## src/hdl/sol_pkg.sv

```systemverilog
// Package for the self-organising list table: field widths, operation and
// policy codes, transaction structs and the stored entry type.
// No dependencies.
package sol_pkg;

  localparam int KEY_BITS      = 32;
  localparam int DATA_BITS     = 32;
  localparam int CNT_BITS      = 5;   // width of the probes and length fields
  localparam int CAPACITY_DEF  = 16;

  localparam logic [1:0] OP_INSERT = 2'd0;
  localparam logic [1:0] OP_REMOVE = 2'd1;
  localparam logic [1:0] OP_SEARCH = 2'd2;

  localparam logic [1:0] POL_NONE      = 2'd0;
  localparam logic [1:0] POL_TRANSPOSE = 2'd1;
  localparam logic [1:0] POL_FRONT     = 2'd2;

  typedef struct packed {
    logic [1:0]           op;
    logic [KEY_BITS-1:0]  key;
    logic [DATA_BITS-1:0] payload;
  } req_t;

  typedef struct packed {
    logic                 found;
    logic [DATA_BITS-1:0] data_out;
    logic [CNT_BITS-1:0]  probes;
    logic [CNT_BITS-1:0]  length;
    logic                 overflow;
  } rsp_t;

  typedef struct packed {
    logic [KEY_BITS-1:0]  key;
    logic [DATA_BITS-1:0] payload;
  } entry_t;

endpackage

```

## src/hdl/self_organizing_list_table.sv

```systemverilog
// Insert writes at the new head, then loads the result register. Search/remove scan from
// the head; a remove hit then shifts the entries before it back one place, a search hit
// moves to front (shift, then head write) or transposes (swap) per policy. One transaction
// at a time; the single memory read port sets the scan and shift at one entry per cycle.
// Synchronous reset empties the table (head and count cleared, memory contents left alone)
// and sets policy to none. Ordered table in a circular buffer; uses sol_pkg.
module self_organizing_list_table #(
  parameter int CAPACITY = sol_pkg::CAPACITY_DEF
) (
  input  logic          clk,
  input  logic          rst,
  input  logic          cfg_we,
  input  logic [1:0]    cfg_wdata,
  input  logic          req_valid,
  output logic          req_stall,
  input  sol_pkg::req_t req,
  output logic          rsp_valid,
  input  logic          rsp_stall,
  output sol_pkg::rsp_t rsp
);

  localparam int IDXW = $clog2(CAPACITY);
  localparam int CNTW = $clog2(CAPACITY + 1);
  localparam int FW   = sol_pkg::CNT_BITS;

  localparam logic [2:0] S_IDLE  = 3'd0;
  localparam logic [2:0] S_SCAN  = 3'd1;
  localparam logic [2:0] S_SHIFT = 3'd2;
  localparam logic [2:0] S_SWAP  = 3'd3;
  localparam logic [2:0] S_FRONT = 3'd4;
  localparam logic [2:0] S_DONE  = 3'd5;

  // logical position -> physical address, relative to the head
  function automatic logic [IDXW-1:0] phys(input logic [IDXW-1:0] hd,
                                           input logic [CNTW-1:0] l);
    logic [CNTW:0] s;
    s = (CNTW+1)'(hd) + (CNTW+1)'(l);
    if (s >= (CNTW+1)'(CAPACITY)) s = s - (CNTW+1)'(CAPACITY);
    return s[IDXW-1:0];
  endfunction

  sol_pkg::entry_t mem [CAPACITY];
  sol_pkg::entry_t rd_data;
  logic [IDXW-1:0] rd_addr, wr_addr;
  logic            wr_en;
  sol_pkg::entry_t wr_data;

  logic [2:0]      state, state_next;
  logic [IDXW-1:0] head, head_next;
  logic [CNTW-1:0] count, count_next;
  logic [1:0]      policy;
  logic [IDXW-1:0] scan_i, scan_next;
  logic [IDXW-1:0] sh_j, sh_next;
  logic [IDXW-1:0] pos_r, pos_next;
  sol_pkg::entry_t hit_e, hit_next;
  sol_pkg::entry_t prev_e, prev_next;
  logic [1:0]      op_r, op_next;
  logic [sol_pkg::KEY_BITS-1:0]  key_r, key_next;
  logic            found_r, found_next;
  logic [sol_pkg::DATA_BITS-1:0] data_r, data_next;
  logic [CNTW-1:0] probes_r, probes_next;
  logic            ovf_r, ovf_next;
  logic            load_rsp;
  logic [IDXW-1:0] head_dec, head_inc;

  assign req_stall = (state != S_IDLE);
  assign head_dec  = (head == '0) ? IDXW'(CAPACITY - 1) : head - IDXW'(1);
  assign head_inc  = (head == IDXW'(CAPACITY - 1)) ? '0 : head + IDXW'(1);

  always_ff @(posedge clk) begin
    if (wr_en) mem[wr_addr] <= wr_data;
    rd_data <= mem[rd_addr];
  end

  always_comb begin
    state_next  = state;
    head_next   = head;
    count_next  = count;
    scan_next   = scan_i;
    sh_next     = sh_j;
    pos_next    = pos_r;
    hit_next    = hit_e;
    prev_next   = prev_e;
    op_next     = op_r;
    key_next    = key_r;
    found_next  = found_r;
    data_next   = data_r;
    probes_next = probes_r;
    ovf_next    = ovf_r;
    rd_addr     = head;
    wr_en       = 1'b0;
    wr_addr     = head;
    wr_data     = hit_e;
    load_rsp    = 1'b0;
    case (state)
      S_IDLE: begin
        if (req_valid) begin
          op_next     = req.op;
          key_next    = req.key;
          found_next  = 1'b0;
          data_next   = '0;
          probes_next = '0;
          ovf_next    = 1'b0;
          state_next  = S_DONE;
          case (req.op)
            sol_pkg::OP_INSERT: begin
              if (count == CNTW'(CAPACITY)) begin
                ovf_next = 1'b1;
              end else begin
                head_next  = head_dec;
                wr_en      = 1'b1;
                wr_addr    = head_dec;
                wr_data    = {req.key, req.payload};
                count_next = count + CNTW'(1);
              end
            end
            sol_pkg::OP_REMOVE, sol_pkg::OP_SEARCH: begin
              if (count != '0) begin
                rd_addr    = head;
                scan_next  = '0;
                state_next = S_SCAN;
              end
            end
            default: ;
          endcase
        end
      end
      S_SCAN: begin
        // read of the next position is issued speculatively
        rd_addr   = phys(head, CNTW'(scan_i) + CNTW'(1));
        if (rd_data.key == key_r) begin
          found_next = 1'b1;
          data_next  = rd_data.payload;
          pos_next   = scan_i;
          hit_next   = rd_data;
          state_next = S_DONE;
          if (op_r == sol_pkg::OP_SEARCH) begin
            probes_next = CNTW'(scan_i) + CNTW'(1);
            if (scan_i != '0 && policy == sol_pkg::POL_TRANSPOSE) begin
              wr_en      = 1'b1;
              wr_addr    = phys(head, CNTW'(scan_i) - CNTW'(1));
              wr_data    = rd_data;
              state_next = S_SWAP;
            end else if (scan_i != '0 && policy == sol_pkg::POL_FRONT) begin
              rd_addr    = phys(head, CNTW'(scan_i) - CNTW'(1));
              sh_next    = scan_i - IDXW'(1);
              state_next = S_SHIFT;
            end
          end else if (scan_i != '0) begin
            rd_addr    = phys(head, CNTW'(scan_i) - CNTW'(1));
            sh_next    = scan_i - IDXW'(1);
            state_next = S_SHIFT;
          end else begin
            head_next  = head_inc;
            count_next = count - CNTW'(1);
          end
        end else if (CNTW'(scan_i) + CNTW'(1) == count) begin
          if (op_r == sol_pkg::OP_SEARCH) probes_next = count;
          state_next = S_DONE;
        end else begin
          // keeps the predecessor of the next position for a transpose
          prev_next = rd_data;
          scan_next = scan_i + IDXW'(1);
        end
      end
      S_SHIFT: begin
        // front part moves back one place, highest first
        wr_en   = 1'b1;
        wr_addr = phys(head, CNTW'(sh_j) + CNTW'(1));
        wr_data = rd_data;
        if (sh_j == '0) begin
          if (op_r == sol_pkg::OP_REMOVE) begin
            head_next  = head_inc;
            count_next = count - CNTW'(1);
            state_next = S_DONE;
          end else begin
            state_next = S_FRONT;
          end
        end else begin
          rd_addr = phys(head, CNTW'(sh_j) - CNTW'(1));
          sh_next = sh_j - IDXW'(1);
        end
      end
      S_SWAP: begin
        wr_en      = 1'b1;
        wr_addr    = phys(head, CNTW'(pos_r));
        wr_data    = prev_e;
        state_next = S_DONE;
      end
      S_FRONT: begin
        wr_en      = 1'b1;
        wr_addr    = head;
        wr_data    = hit_e;
        state_next = S_DONE;
      end
      S_DONE: begin
        if (!rsp_valid || !rsp_stall) begin
          load_rsp   = 1'b1;
          state_next = S_IDLE;
        end
      end
      default: state_next = S_IDLE;
    endcase
  end

  always_ff @(posedge clk) begin
    if (rst) begin
      state     <= S_IDLE;
      head      <= '0;
      count     <= '0;
      policy    <= sol_pkg::POL_NONE;
      rsp_valid <= 1'b0;
    end else begin
      state <= state_next;
      head  <= head_next;
      count <= count_next;
      if (cfg_we) policy <= cfg_wdata;
      if (load_rsp) rsp_valid <= 1'b1;
      else if (!rsp_stall) rsp_valid <= 1'b0;
    end
  end

  always_ff @(posedge clk) begin
    scan_i   <= scan_next;
    sh_j     <= sh_next;
    pos_r    <= pos_next;
    hit_e    <= hit_next;
    prev_e   <= prev_next;
    op_r     <= op_next;
    key_r    <= key_next;
    found_r  <= found_next;
    data_r   <= data_next;
    probes_r <= probes_next;
    ovf_r    <= ovf_next;
    if (load_rsp) begin
      rsp.found    <= found_r;
      rsp.data_out <= data_r;
      rsp.probes   <= FW'(probes_r);
      rsp.length   <= FW'(count);
      rsp.overflow <= ovf_r;
    end
  end

  a_count_range: assert property (@(posedge clk) disable iff (rst)
    count <= CNTW'(CAPACITY))
    else $error("entry count beyond capacity");

  a_scan_in_table: assert property (@(posedge clk) disable iff (rst)
    state == S_SCAN |-> CNTW'(scan_i) < count)
    else $error("scan past last entry");

  a_shift_below_match: assert property (@(posedge clk) disable iff (rst)
    state == S_SHIFT |-> sh_j < pos_r && found_r)
    else $error("shift index not below matched position");

  a_done_wait: assert property (@(posedge clk) disable iff (rst)
    state == S_DONE && rsp_valid && rsp_stall |=> state == S_DONE && $stable(rsp))
    else $error("result overwritten while previous one waits");

endmodule

```

## config.mk

```make
export PLATFORM = sky130hd
export DESIGN_NAME = self_organizing_list_table
export DESIGN_NICKNAME = d
export VERILOG_FILES = /design/src/hdl/sol_pkg.sv /design/src/hdl/self_organizing_list_table.sv
export SDC_FILE = /design/constraint.sdc
export NUM_CORES = 2
export LEC_CHECK = 0
export BUFFER_PORTS_ARGS = -buffer_cell sky130_fd_sc_hd__clkbuf_2
export CAP_MARGIN = 20
export CORE_ASPECT_RATIO = 1.2
export CORE_MARGIN = 2
export CORE_UTILIZATION = 60
export CTS_BUF_LIST = sky130_fd_sc_hd__clkbuf_4 sky130_fd_sc_hd__clkbuf_8 sky130_fd_sc_hd__clkbuf_16
export CTS_CLUSTER_DIAMETER = 150
export DETAILED_ROUTE_END_ITERATION = 12
export PLACE_DENSITY = 0.81
export SETUP_SLACK_MARGIN = 0.15
export SYNTH_ARGS = -nofsm -noshare
export SYNTH_HDL_FRONTEND = slang
export SYNTH_SLANG_ARGS = --single-unit
```

## constraint.sdc

```tcl
create_clock -name clk -period 15.4 [get_ports clk]
set_clock_uncertainty 0.2 [all_clocks]
set_input_delay 0.77 -clock clk [delete_from_list [all_inputs] [get_ports clk]]
set_output_delay 0.77 -clock clk [all_outputs]
set_load 0.01 [all_outputs]
```

==> key figures <==
Clocking
  – Clock Sinks: between 1,000 and 1,500
  – Clock Tree Root: clkbuf_16
  – Clock Tree Buf Depth: 3
  – Post-CTS sizing: 0
  – Clock transition at the registers of the reported paths: roughly 0.07 ns
  – Setup bufs post-CTS: 0
  – Worst skew pair latency: between 0.7 and 0.8 ns
  – CTS H-Tree Depth: 3
  – CTS Buf Count: around 120
  – Hold Buf Count CTS: 0
  – CTS tree: yes

STA
  – Final Slew Violations: 0
  – Relative slew margins: 0.2178
  – RSZ-0062 raised after global routing: no
  – Least-Margin Pin Slew: about 1.2 ns
  – Final period util: 0.3934
  – Hold Violations, Final: 0
  – Maximum clock frequency: about 170 MHz
  – Period minus WS final: between 6 and 7 ns
  – # setup viols final: 0
  – Final setup TNS: 0 ns

GRT
  – GR Overflow Total: 0
  – Largest net degree at the start of global routing: between 150 and 200
  – Initial antenna violation count: 2
  – Total GRT Usage: 0.2889
  – Vias in the first global route: 30,460
  – First-pass GRT wire length: 196,600 um

Yosys
  – Synth Area per Inst: between 15 and 20 sq um
  – Post-synth top area cell: edfxtp_1
  – Number of flops mapped to enable cells by yosys: 1,281
  – Register area share after synthesis: 0.7406
  – Synthesis warning total: 0
  – Most used DFF post-synth: edfxtp_1
  – Post-Synthesis Net Count: roughly 3,400
  – Post-synth top cells: 1,281 x edfxtp_1, 397 x mux2i_1, 378 x nand2_1
  – FFs w/ async S/R, synth: 0
  – Top cells by area, synth: edfxtp_1 71%, mux2i_1 7.3%, mux2_2 3.0%, dfxtp_1 2.9%, nand2_1 2.6%
  – Synth Register Bits: approximately 1,400
  – Count leader, synth: edfxtp_1
  – Syn Inst Count: between 3,000 and 4,000
  – Yosys top cell area share: 0.7113
  – Mapped cell area: about 54,000 sq um
  – Synth cell types: between 70 and 80

Outcome
  – Status: finished, final reports clean

Finish
  – Nets: approximately 3,500
  – P&R area growth vs syn: 11.45%
  – Post-route cell area: approximately 60,000 sq um
  – Share of cells above drive strength 1: 0.1806

Floorplan
  – Cell row count: 120
  – Die W: about 280 um
  – Core ar.: around 90,000 sq um
  – Die Area: between 90,000 and 100,000 sq um
  – Die H: between 300 and 400 um
  – Starting Density: 0.6053
  – Top Ports: 119

Routing
  – Post-Route WL: between 100,000 and 150,000 um
  – Vias per cell: 6.635
  – DRC: 0
  – Routed Antenna Nets: 0
  – 1st-iter DRT viols: roughly 4,600
  – Drt wl/cell: just under 30 um
  – Drt pass-1 iters: 8
  – Vias post-DR: just over 30,000

Critical path
  – Crit path required time: 15.76 ns
  – Critical Setup Path Class: reg2reg
  – CP Max Fanout: 150
  – Crit path DAT: about 6.4 ns
  – Kind of end point of the critical path: register
  – Startpoint Class: register

Job
  – Max_cap viols: 0

Power
  – Peak VDD IR: between 300 and 400 uV
  – P_leak: approximately 23 nW
  – Tot Pwr: ~13 mW
  – Power density over the cells: 219.6 nW/um^2

Placement
  – Buffers on Ports: between 100 and 150
  – Post-DP Area: about 56,000 sq um
  – GP Congestion: 0.8807
  – Post-DP HPWL: 70,370 um

Hold path
  – HP Class: in2reg
-- state kept, by name, summed over array words and instances, names as in the netlist --
name       flops
probes_r       5
count          5
op_r           2
ovf_r          1
key_r         32
pos_r          4
found_r        1
mem         1024
hit_e         64
policy         2
prev_e        64
state          3
data_r        32
head           4
rsp_valid      1
scan_i         4
rd_data       64
sh_j           4
rsp           44
-- area by class of cell --
| type | count | area (sq um) |
|---|---|---|
| timing repair buffer | 216 | 1350 |
| inverter | 33 | 123.9 |
| tap | 1159 | 1450 |
| clock buffer | 164 | 3468 |
| clock inverter | 61 | 680.7 |
| antenna | 1 | 2.502 |
| fill | 5455 | 29070 |
| sequential | 1360 | 40050 |
| multi-input combinational | 1682 | 13140 |
-- worst max-delay path, cell delays in order, from the launching register on --
cell	delay, ns
edfxtp_1	0.39
xor2_1	0.18
nor4_1	0.90
and4_1	0.48
a41oi_1	0.21
a21oi_4	0.82
buf_12	0.83
buf_4	0.89
mux2_2	0.41
a211oi_1	0.35
nor4_2	0.10
-- cell families after synthesis --
| family | share of synthesized area |
|---|---|
| muxes | 0.1035 |
| AOI/OAI and AO/OA | 0.06636 |
| DFF | 0.7406 |
| xor gates and xnor gates | 0.009879 |
| adders and majority gates | 0.007774 |
| buffers and inverters | 0.02045 |
| and+or+nand+nor | 0.05150 |
-- final timing paths --
path                           startpoint                  end  slack (ns)  depth (start not counted)
setup / recovery       key_r[3]$_DFFE_PP_  rd_data[43]$_DFF_P_        9.34                         10
hold / removal                    req[65]    op_r[1]$_DFFE_PP_        0.05                          1
setup reg to reg       key_r[3]$_DFFE_PP_  rd_data[43]$_DFF_P_        9.34                         10
hold reg to reg   data_r[1]$_SDFFCE_PN0P_    rsp[12]$_DFFE_PP_        0.20                          0
-- stage by stage --
| step | util | setup slack [ns] | cells | hold slack (ns) |
|---|---|---|---|---|
| after detailed placement | 0.6278 | 9.512 | 4446 | 0.2045 |
| after floorplan | - | 7.642 | 3262 | 0.2003 |
| after global routing | 0.6746 | 9.213 | 4676 | 0.04457 |
| after global placement | 0.6278 | 9.573 | 4445 | 0.2015 |
| final | 0.6746 | 9.342 | 4676 | 0.05103 |
| after CTS | 0.6743 | 9.466 | 4671 | 0.02562 |
-- layout by cell type (no fill, tap or decap), types with 6 or more instances in the layout --
cell type  instances
a211oi_1         134
a21o_1             9
a21oi_1           29
a221o_1            8
a221oi_1           8
a222oi_1          57
a22o_1           128
and2_1            33
buf_4             93
bufinv_16         14
clkbuf_16        122
clkbuf_2         118
clkbuf_4          26
clkbuf_8          16
clkinv_1           9
clkinv_2          29
dfxtp_1           78
edfxtp_1        1281
fa_1               6
ha_1              24
inv_1             32
mux2_2           144
mux2i_1          397
nand2_1          376
nand3_1           13
nor2_1            36
nor2_4            10
nor3_1             6
nor3_2             9
nor4_1            63
nor4_2            12
o21ai_0           34
xnor2_1           17
xor2_1            44
-- metal layers --
metal | global-route usage | vias to the layer above | share of wire | wire length, um
li1 | - | 13080 | - | -
met1 | 0.3862 | 15500 | 0.36 | 49010
met2 | 0.4661 | 2076 | 0.48 | 65170
met3 | 0.05563 | 370 | 0.11 | 15380
met4 | 0.1262 | 2 | 0.041 | 5554
met5 | 0 | - | 0.000096 | 13
-- where the power goes --
| group | internal [mW] | switching, mW |
|---|---|---|
| combinational | 1.73 | 3.03 |
| clock | 1.81 | 1.30 |
| sequential | 5.06 | 0.307 |
Note: power is estimated with default switching activity, not from simulation.
